### src/hw/rtl/clt_pkg.sv
`default_nettype none
// ----------------------------------------------------------------------------
// clt_pkg
// Shared codes and defaults for the circular list table.
// ----------------------------------------------------------------------------
package clt_pkg;

  localparam int DEPTH_DEFAULT = 64;
  localparam int VALUE_W       = 32;
  localparam int SLOT_W        = 6;

  typedef enum logic [1:0] {
    KIND_INSERT = 2'd0,
    KIND_REMOVE = 2'd1,
    KIND_SEARCH = 2'd2,
    KIND_UNUSED = 2'd3
  } kind_t;

  typedef enum logic [1:0] {
    ST_DONE     = 2'd0,
    ST_EMPTY    = 2'd1,
    ST_NOTFOUND = 2'd2,
    ST_FULL     = 2'd3
  } status_t;

endpackage
`default_nettype wire

### src/hw/rtl/clt_ram.sv
`default_nettype none
// ----------------------------------------------------------------------------
// clt_ram
// Generic single-write, single-read RAM with a registered read port.
// ----------------------------------------------------------------------------
module clt_ram #(
  parameter int WIDTH = 8,
  parameter int DEPTH = 64
) (
  input  wire logic                     clk,
  input  wire logic                     wr_en,
  input  wire logic [$clog2(DEPTH)-1:0] wr_addr,
  input  wire logic [WIDTH-1:0]         wr_data,
  input  wire logic [$clog2(DEPTH)-1:0] rd_addr,
  output      logic [WIDTH-1:0]         rd_data
);

  logic [WIDTH-1:0] mem [DEPTH];

  always_ff @(posedge clk) begin
    if (wr_en) begin
      mem[wr_addr] <= wr_data;
    end
    rd_data <= mem[rd_addr];
  end

endmodule
`default_nettype wire

### src/hw/rtl/circular_list_table.sv
`default_nettype none
// ----------------------------------------------------------------------------
// circular_list_table
// Bounded circular singly linked list of signed 32-bit values, held in a
// single node RAM, with insert, remove-first-match and search requests.
// ----------------------------------------------------------------------------
// One request at a time. A transaction is taken on a clock edge with start
// high and busy low; its single result appears for exactly one cycle with
// done high, and the receiver cannot stall it, so capture it on that cycle.
// An insert into a non-empty list scans the used flags from slot 0 up
// through the node RAM read port, one slot a cycle, then reads the tail and
// makes two link writes. An insert into an empty list answers from the scan.
// A remove or search walks the list from the head, one node read a cycle as
// the walk follows the links; a remove of a node from a list of two or more
// then spends one more state freeing the slot. Unused kinds, a full store on
// insert and a remove or search on an empty list answer on the next cycle.
// After reset the block clears every slot and holds busy high during that
// pass. Each node RAM word packs a used flag, the value and the link to the
// next slot; the tail slot and entry count live in registers.
// ----------------------------------------------------------------------------
module circular_list_table
  import clt_pkg::*;
#(
  parameter int DEPTH = DEPTH_DEFAULT
) (
  input  wire logic                      clk,
  input  wire logic                      rst,
  input  wire logic                      start,
  input  wire logic [1:0]                kind,
  input  wire logic signed [VALUE_W-1:0] value,
  output      logic                      busy,
  output      logic                      done,
  output      logic [1:0]                status,
  output      logic [SLOT_W-1:0]         slot
);

  localparam int AW = $clog2(DEPTH);     // slot address width
  localparam int CW = $clog2(DEPTH + 1); // entry count width
  localparam int NW = 1 + VALUE_W + AW;  // node word: used, value, link

  typedef enum logic [2:0] {
    S_CLEAR,
    S_IDLE,
    S_SCAN,
    S_INS_TAIL,
    S_INS_LINK,
    S_WALK_HEAD,
    S_WALK,
    S_FREE
  } state_t;

  state_t             state;
  logic [AW-1:0]      clr_addr;
  logic [1:0]         req_kind;
  logic [VALUE_W-1:0] req_value;
  logic [AW-1:0]      scan_addr;
  logic [AW-1:0]      free_slot;
  logic [AW-1:0]      tail_slot;
  logic [CW-1:0]      entry_count;
  logic [AW-1:0]      prev_slot;
  logic [VALUE_W-1:0] prev_value;
  logic [AW-1:0]      cur_slot;
  logic [CW-1:0]      steps;
  logic [VALUE_W-1:0] tail_value;

  // Node RAM port signals
  logic               wr_en;
  logic [AW-1:0]      wr_addr;
  logic [NW-1:0]      wr_data;
  logic [AW-1:0]      rd_addr;
  logic [NW-1:0]      rd_data;

  logic               rd_used;
  logic [VALUE_W-1:0] rd_value;
  logic [AW-1:0]      rd_link;
  logic               rd_match;
  logic [CW-1:0]      steps_inc;

  assign rd_used   = rd_data[NW-1];
  assign rd_value  = rd_data[AW +: VALUE_W];
  assign rd_link   = rd_data[AW-1:0];
  assign rd_match  = (rd_value == req_value);
  assign steps_inc = steps + 1'b1;

  assign busy = (state != S_IDLE);

  // Slot number as reported: masked to the result field width.
  function automatic logic [SLOT_W-1:0] to_slot(input logic [AW-1:0] s);
    logic [SLOT_W+AW-1:0] wide;
    wide = {{SLOT_W{1'b0}}, s};
    return wide[SLOT_W-1:0];
  endfunction

  clt_ram #(
    .WIDTH (NW),
    .DEPTH (DEPTH)
  ) u_node_ram (
    .clk     (clk),
    .wr_en   (wr_en),
    .wr_addr (wr_addr),
    .wr_data (wr_data),
    .rd_addr (rd_addr),
    .rd_data (rd_data)
  );

  // Read address: steer so that the word needed next cycle is on rd_data.
  always_comb begin
    rd_addr = tail_slot;
    unique case (state)
      S_IDLE: begin
        // Insert starts its free-slot scan at slot 0; walks start at the tail.
        rd_addr = (kind == KIND_INSERT) ? '0 : tail_slot;
      end
      S_SCAN: begin
        // Advance the scan, or fetch the tail once a free slot shows up.
        rd_addr = rd_used ? AW'(scan_addr + 1'b1) : tail_slot;
      end
      S_WALK_HEAD, S_WALK: begin
        rd_addr = rd_link;
      end
      default: begin
        rd_addr = tail_slot;
      end
    endcase
  end

  // Write port: at most one node word written per cycle.
  always_comb begin
    wr_en   = 1'b0;
    wr_addr = cur_slot;
    wr_data = '0;
    unique case (state)
      S_CLEAR: begin
        wr_en   = 1'b1;
        wr_addr = clr_addr;
      end
      S_SCAN: begin
        // First node of an empty list links to itself.
        if (!rd_used && entry_count == '0) begin
          wr_en   = 1'b1;
          wr_addr = scan_addr;
          wr_data = {1'b1, req_value, scan_addr};
        end
      end
      S_INS_TAIL: begin
        // New node takes over the tail's link to the head.
        wr_en   = 1'b1;
        wr_addr = free_slot;
        wr_data = {1'b1, req_value, rd_link};
      end
      S_INS_LINK: begin
        // Old tail now points at the new node.
        wr_en   = 1'b1;
        wr_addr = tail_slot;
        wr_data = {1'b1, tail_value, free_slot};
      end
      S_WALK: begin
        if (rd_match && req_kind == KIND_REMOVE) begin
          wr_en = 1'b1;
          if (entry_count == CW'(1)) begin
            wr_addr = cur_slot;
          end else begin
            // Unlink: predecessor skips over the matched node.
            wr_addr = prev_slot;
            wr_data = {1'b1, prev_value, rd_link};
          end
        end
      end
      S_FREE: begin
        wr_en   = 1'b1;
        wr_addr = cur_slot;
      end
      default: begin
        wr_en = 1'b0;
      end
    endcase
  end

  // Sequencer, list registers and result registers
  always_ff @(posedge clk) begin
    if (rst) begin
      state       <= S_CLEAR;
      clr_addr    <= '0;
      tail_slot   <= '0;
      entry_count <= '0;
      done        <= 1'b0;
    end else begin
      done <= 1'b0;
      unique case (state)
        S_CLEAR: begin
          clr_addr <= AW'(clr_addr + 1'b1);
          if (clr_addr == AW'(DEPTH - 1)) begin
            state <= S_IDLE;
          end
        end

        S_IDLE: begin
          if (start) begin
            req_kind  <= kind;
            req_value <= value;
            priority if (kind == KIND_INSERT) begin
              if (entry_count == CW'(DEPTH)) begin
                done   <= 1'b1;
                status <= ST_FULL;
                slot   <= '0;
              end else begin
                scan_addr <= '0;
                state     <= S_SCAN;
              end
            end else if (kind == KIND_REMOVE || kind == KIND_SEARCH) begin
              if (entry_count == '0) begin
                done   <= 1'b1;
                status <= ST_EMPTY;
                slot   <= '0;
              end else begin
                state <= S_WALK_HEAD;
              end
            end else begin
              done   <= 1'b1;
              status <= ST_NOTFOUND;
              slot   <= '0;
            end
          end
        end

        S_SCAN: begin
          if (rd_used) begin
            scan_addr <= AW'(scan_addr + 1'b1);
          end else begin
            free_slot <= scan_addr;
            if (entry_count == '0) begin
              tail_slot   <= scan_addr;
              entry_count <= CW'(1);
              done        <= 1'b1;
              status      <= ST_DONE;
              slot        <= to_slot(scan_addr);
              state       <= S_IDLE;
            end else begin
              state <= S_INS_TAIL;
            end
          end
        end

        S_INS_TAIL: begin
          tail_value <= rd_value;
          state      <= S_INS_LINK;
        end

        S_INS_LINK: begin
          tail_slot   <= free_slot;
          entry_count <= CW'(entry_count + 1'b1);
          done        <= 1'b1;
          status      <= ST_DONE;
          slot        <= to_slot(free_slot);
          state       <= S_IDLE;
        end

        S_WALK_HEAD: begin
          // rd_data holds the tail; its link is the head.
          prev_slot  <= tail_slot;
          prev_value <= rd_value;
          cur_slot   <= rd_link;
          steps      <= '0;
          state      <= S_WALK;
        end

        S_WALK: begin
          if (rd_match) begin
            if (req_kind == KIND_SEARCH) begin
              done   <= 1'b1;
              status <= ST_DONE;
              slot   <= to_slot(cur_slot);
              state  <= S_IDLE;
            end else if (entry_count == CW'(1)) begin
              // Last node gone: list empty, tail back to slot 0.
              tail_slot   <= '0;
              entry_count <= '0;
              done        <= 1'b1;
              status      <= ST_DONE;
              slot        <= to_slot(cur_slot);
              state       <= S_IDLE;
            end else begin
              if (cur_slot == tail_slot) begin
                tail_slot <= prev_slot;
              end
              entry_count <= CW'(entry_count - 1'b1);
              state       <= S_FREE;
            end
          end else if (steps_inc == entry_count) begin
            done   <= 1'b1;
            status <= ST_NOTFOUND;
            slot   <= '0;
            state  <= S_IDLE;
          end else begin
            steps      <= steps_inc;
            prev_slot  <= cur_slot;
            prev_value <= rd_value;
            cur_slot   <= rd_link;
          end
        end

        S_FREE: begin
          done   <= 1'b1;
          status <= ST_DONE;
          slot   <= to_slot(cur_slot);
          state  <= S_IDLE;
        end

        default: begin
          state <= S_IDLE;
        end
      endcase
    end
  end

endmodule
`default_nettype wire

### config.mk
export PLATFORM = sky130hd
export DESIGN_NAME = circular_list_table
export DESIGN_NICKNAME = d
export VERILOG_FILES = /design/src/hw/rtl/clt_pkg.sv /design/src/hw/rtl/clt_ram.sv /design/src/hw/rtl/circular_list_table.sv
export SDC_FILE = /design/constraint.sdc
export NUM_CORES = 2
export LEC_CHECK = 0
export ABC_CLOCK_PERIOD_IN_PS = 12250
export BUFFER_PORTS_ARGS = -buffer_cell sky130_fd_sc_hd__buf_4
export CORE_ASPECT_RATIO = 1.25
export CORE_MARGIN = 4
export CORE_UTILIZATION = 30
export DETAILED_ROUTE_END_ITERATION = 10
export SLEW_MARGIN = 20
export SYNTH_ARGS = -nofsm -noshare
export SYNTH_HDL_FRONTEND = slang
export SYNTH_SLANG_ARGS = --single-unit
### constraint.sdc
create_clock -name clk -period 12.25 [get_ports clk]
set_input_delay 1.225 -clock clk [delete_from_list [all_inputs] [get_ports clk]]
set_output_delay 1.225 -clock clk [all_outputs]
set_load 0.05 [all_outputs]
# After elaboration in Yosys (flattened, before gate mapping)
# Memory sizes are Yosys's and may differ from the RTL's. A register that Yosys moved wholly into a read port is not among the register bits.
# Cells that the tools add are included.
totals:
  ff_bits: 160
  mem_bits_rw: 2496
  output_inout_bits: 10
  elab_cells: 178
  n_memories: 1
memory_table:
  columns: ["memory", "depth", "word_bits", "read_ports", "rd_ports_with_merged_regs", "write_ports", "line_no", "text"]
  rows:
  - ["u_node_ram.mem", 64, 39, 1, 1, 1, "clt_ram.sv:18", "logic [WIDTH-1:0] mem [DEPTH];"]
classes:
  n_addsub: 5
  n_eq_ne: 37
  mux: 92
  bitwise_logic: 2
  reduce_logical: 25
op_table:
  columns: ["cell", "n"]
  rows:
  - ["$mux W6", 28]
  - ["$pmux W39 S4", 1]
  - ["$mux W39", 3]
  - ["$mux W32", 2]
  - ["$pmux W32 S2", 1]
  - ["$pmux W6 S5", 2]
  - ["$mux W7", 7]
  - ["$pmux W6 S2", 3]
  - ["$pmux W6 S3", 2]
  - ["$mux W3", 11]
  - ["$eq A32 B32 Y1", 1]
  - ["$mux W2", 12]
  - ["$pmux W3 S7", 1]
  - ["$pmux W7 S3", 1]
  - ["$ne A2 B2 Y1 const B", 10]
  - ["$ne A3 B3 Y1 const B", 6]
  - ["$reduce_and A9 Y1", 2]
  - ["$add A7 B1 Y7 const B", 2]
  - ["$mux W1", 14]
  - ["$pmux W7 S2", 1]
  - ["$add A6 B1 Y6 const B", 2]
  - ["$eq A3 B3 Y1 const B", 4]
  - ["$reduce_and A6 Y1", 2]
  - ["$ne A4 B4 Y1 const B", 2]
  - ["other kinds (33)", 41]

# Depth between registers and ports, before layout
logic_depth:
  word_depth: 6
  mapped_depth: 15
  ltp_nobuf: 10

# Modules after synthesis
# From an unflattened synthesis, not the netlist that was laid out.
hier_totals:
  hier_cells: 4854
  area_unflattened_um2: 103768.3
by_module_without_submodules:
  columns: ["mod", "n_inst", "cells_per_inst", "area_each_um2", "seq_area_each_um2"]
  rows:
  - ["clt_ram", 1, 4130, 95683.0, 75732.6]
  - ["circular_list_table", 1, 724, 8085.3, 4574.4]

# Least setup slack after synthesis
# No wires, ideal clock.
synth_path:
  path_kind: "flip-flop to flip-flop"
  start: "register entry_count[1]"
  end: "memory u_node_ram.mem[43][0] (netlist bit) (enable)"
  setup_time_ps: 435
  t_arrival_ps: 4284
  required_time_ps: 11815
  setup_slack_ps: 7530
  stages_incl_launch_ff: 12
  cell_sequence: "dfxtp_1 inv_1 ha_1 and3_1 clkbuf_1 nor2_1 a41oi_1 o41a_1 a211o_1 or4_1 clkbuf_1 nor2_1"
synth_via:
  elab_chain_len: 6
synth_rtl:
  columns: ["item", "line_no", "text"]
  rows:
  - ["from (decl)", "circular_list_table.sv:59", "logic [CW-1:0] entry_count;"]
  - ["from (signal assigned)", "circular_list_table.sv:251", "entry_count <= CW'(entry_count + 1'b1);"]
  - ["from (signal assigned)", "circular_list_table.sv:286", "entry_count <= CW'(entry_count - 1'b1);"]
  - ["$logic_not A7 Y1", "circular_list_table.sv:139", "if (!rd_used && entry_count == '0) begin"]
  - ["$logic_and A1 B1 Y1", "circular_list_table.sv:139", null]
  - ["$mux W1", "circular_list_table.sv:139", null]
  - ["$pmux W1 S3", "circular_list_table.sv:132", "unique case (state)"]
  - ["$mux W1", "clt_ram.sv:21", "if (wr_en) begin"]
  - ["$mux W1 (not written as such)", "clt_ram.sv:22", "mem[wr_addr] <= wr_data;"]
  - ["to (decl)", "clt_ram.sv:18", null]
# Parallel ways exist; a longest one is shown, timed or not.

# Worst setup path after layout
layout_path:
  start: "register state[0]"
  end: "memory u_node_ram.mem[50][3] (netlist bit) (enable)"
layout_via:
  elab_chain_len: 5
layout_rtl:
  columns: ["item", "line_no", "text"]
  rows:
  - ["from (decl)", "circular_list_table.sv:52", "state_t state;"]
  - ["from (signal assigned)", "circular_list_table.sv:182", "state <= S_CLEAR;"]
  - ["from (signal assigned)", "circular_list_table.sv:193", "state <= S_IDLE;"]
  - ["from (signal assigned)", "circular_list_table.sv:208", "state <= S_SCAN;"]
  - ["$eq A3 B3 Y1 (tied with other cells)", "circular_list_table.sv:132", null]
  - ["$reduce_or A4 Y1 (no source line)", null, null]
  - ["$pmux W1 S3", "circular_list_table.sv:132", null]
  - ["$mux W1", "clt_ram.sv:21", null]
  - ["$mux W1 (not written as such)", "clt_ram.sv:22", null]
# Parallel ways exist; a longest one is shown, timed or not.

==> summary.txt <==
Clock tree
  – CTS tree: built
  – Clock Sink Count: 2695
  – CTS Buf Count: 272
  – CTS H-tree depth: 5
  – Clock Path Buffers: 4
  – Post_cts resized: 0
  – Clk Latency, worst-skew pair: 0.87 ns
  – Post-CTS setup buffers: 0
  – Clk slew on worst S/H paths: 0.06 ns
  – CTS root buf: clkbuf_16
  – Hold-fix buffers, CTS: 0

Die
  – I/O pin cnt: 47
  – Die height: 677 um
  – Die area: 368000 um^2
  – Placeable Area: 356000 um^2
  – Starting density of the core: 0.301
  – Rows: 245
  – Die Span X: 543 um

Synthesis
  – Most frequent cells after synthesis: edfxtp_1, nand2_1, mux2i_1
  – Register area share after synthesis: 0.748
  – Synthesized netlist cell count: 7261
  – YS warnings: 0
  – Synth top area cells: edfxtp_1, mux2i_1, nand2_1
  – Synth Area in Simple Gates: 0.0903
  – Ys flop type: edfxtp_1
  – Synth unique cells: 72
  – EDFF count, synth: 2633
  – Most frequent cell after synthesis: edfxtp_1
  – Adder-cell share of the synthesized area: 0.00117
  – Post-synthesis xor/xnor area fraction: 0.00515
  – Mux contribution to synthesized area: 0.0604
  – Synth Cell Area: 107000 um^2
  – Syn_nets: 7308
  – Avg Cell Area, Syn: 14.8 um^2
  – Largest family of logic cells by synthesized area: simple AND/OR/NAND/NOR gates
  – Compound-Gate Fraction of Synth Area: 0.0735
  – Post-synth top area share: 0.737
  – Yosys reg bits: 2695
  – Post-synth top area cell: edfxtp_1
  – Async set-reset flop share out of synthesis: 0

STA
  – FMAX: 154 MHz
  – Rel. slew slack: 0.198
  – Setup violators final: 0
  – RSZ-0062 raised after global routing: no
  – Worst clock skew: 0.0679 ns
  – Fin crit period: 6.49 ns
  – Actual slew at the worst max-slew pin: 1.20 ns
  – Fin. Hold Viols: 0
  – Fin. max-slew vios: 0
  – Crit share post-route: 0.530
  – Setup TNS: 0 ns

Finish
  – Fillers: 33.8k
  – Layout cells sized above 1: 0.103
  – Final Net Count: 7337
  – Final core area utilization: 0.344
  – Cell Count, Final, Fillers Out: 12.2k
  – Area grow syn2layout: 14.2%

Worst setup path
  – Critical Path End Type: flip-flop
  – CP Max Fanout: 34
  – RR Startpoint: state[0]
  – CP max stage cell: nor2_4
  – Setup CP Type: flip-flop to flip-flop
  – Critical Path Start Type: flip-flop
  – Crit-path cells: buf_4 -> inv_1 -> nand2_1 -> nor2_1 -> nand2_1 -> nor2_2 -> buf_4 -> a211o_1 -> nand4b_1 -> nor2_4 -> buf_4
  – Crit path from: state[0]
  – Crit path max-delay family: simple AND/OR/NAND/NOR gates
  – Worst Path Arrival: 6.98 ns
  – Critical Path RT: 12.74 ns
  – Number of buffers and inverters on the critical path: 4
  – Most used cell, CP: buf_4
  – Critical Path Max Stage Delay: 1.13 ns

Detailed routing
  – Vias: 65.5k
  – Final wirelength: 321000 um
  – DR pass1 iterations: 7
  – DR WL/cell: 26.3 um
  – Drt drc: 0
  – Post-route ant nets: 0
  – Detailed Route Iter0 Violations: 7823
  – Via density: 5.36

Outcome
  – Outcome: finished, final reports clean

Power
  – Leak pwr: 42.9 nW
  – Peak VDD IR: 0.195 mV
  – Switch Pwr: 10.2 mW
  – Gate power share: 0.303
  – Sequential power share: 0.415
  – Pwr dens: 235 nW/um^2
  – Power Internal: 18.6 mW
  – Switching Fraction: 0.354
  – Clock share of power: 0.283

GRT
  – Tot GR Track Use: 0.167
  – Grt total ovfl: 0
  – Vias in the first global route: 63.4k
  – Initial antenna violation count: 7
  – First-pass GRT wire length: 454000 um
  – Largest net degree at the start of global routing: 166

Place
  – Post-DP HPWL: 174000 um
  – GPL Wtd Cong: 0.887
  – Port buffer count: 46
  – Post-Place Cells: 11.7k

Worst hold path
  – Hold crit path type: flip-flop to flip-flop
  – Min-delay src: u_node_ram.rd_data[11]

Job
  – Max-cap violations: 0
==> cells by family (layout without fill, tap and decap cells) <==
group                      Yosys count  count (layout)
AOI/OAI and AO/OA                 1080            1080
xor gates and xnor gates            61              61
adders and majority gates           10              10
buffers and inverters              538             769
DFF                               2695            2695
muxes                              623             623
other                                0              21
and+or+nand+nor                   2254            2254
==> per-layer routing <==
metal  GRT usage  share of wire
met1       0.206           0.38
met4      0.0924          0.061
met5           0              0
met3      0.0235          0.074
met2       0.282           0.49
==> through the flow <==
| step | hold slack, ns | cell area [um^2] | setup WS (ns) | power [mW] |
|---|---|---|---|---|
| floorplan | 0.422 | 107000 | 7.53 | 17.1 |
| global placement | 0.463 | 114000 | 4.69 | 20.6 |
| detailed placement | 0.487 | 114000 | 5.50 | 20.8 |
| CTS | 0.497 | 122000 | 5.95 | 28.9 |
| global route | 0.508 | 123000 | 5.49 | 29.8 |
| finish | 0.498 | 123000 | 5.76 | 28.8 |
==> flip-flops by register name, summed over array words and instances (netlist names) <==
register	count
done	1
free_slot	6
slot	6
clr_addr	6
tail_value	32
u_node_ram.rd_data	39
entry_count	7
scan_addr	6
steps	7
state	3
req_kind	2
prev_value	32
u_node_ram.mem	2496
req_value	32
prev_slot	6
cur_slot	6
tail_slot	6
status	2
==> placed cells by master (no fill, tap or decap), drive strengths merged, types with 28 or more instances in the layout <==
cell     instances
nor2           147
clkbuf         367
a211oi         113
a32oi          144
dfxtp           62
xnor2           48
edfxtp        2633
nand3          578
a31oi          102
a21oi          232
a311oi          57
a2111oi         35
o21ai           53
a221oi          61
inv             32
nor3            32
a22oi           41
mux2i          600
nand4           28
o22ai           34
nand2         1341
buf            241
clkinv         100
o31a            61
a222oi          32
and3            28
and2            42
==> area by class of cell <==
cell class / instances / area, um^2 / share of cell area
multi-input cells: 4028 / 25500 / 0.208
diodes: 21 / 52.6 / 0.000429
repair buffers: 243 / 2000 / 0.0163
flip-flops and latches: 2695 / 80300 / 0.655
well taps: 4693 / 5870 / 0.0479
clock inverters: 109 / 1040 / 0.00847
clock buffers: 367 / 7590 / 0.0619
inverters: 50 / 195 / 0.00159
==> power by group through the flow <==
| stage | combinational (mW) | clock, mW | sequential [mW] |
|---|---|---|---|
| after CTS | 8.69 | 8.27 | 12.0 |
| after floorplan | 5.12 | 0 | 12.0 |
| after global routing | 9.20 | 8.65 | 12.0 |
| final | 8.73 | 8.16 | 12.0 |
| after global placement | 8.51 | 0 | 12.1 |
| after detailed placement | 8.66 | 0 | 12.1 |
==> final timing paths <==
path / to / depth (start not counted) / slack, ns
min: prev_value[5] / 0 / 0.50
min reg2reg: prev_value[5] / 0 / 0.50
max reg2reg: u_node_ram.mem[50][3] / 11 / 5.76
max: u_node_ram.mem[50][3] / 11 / 5.76
==> worst reg2reg max path: stages (launching register included) <==
cell      delay [ns]
dfxtp_1         0.30
buf_4           0.23
inv_1           0.19
nand2_1         0.37
nor2_1          0.81
nand2_1         0.44
nor2_2          0.21
buf_4           0.42
a211o_1         0.54
nand4b_1        0.92
nor2_4          1.13
buf_4           0.58
No activity file was read; power rests on OpenSTA's default activity.
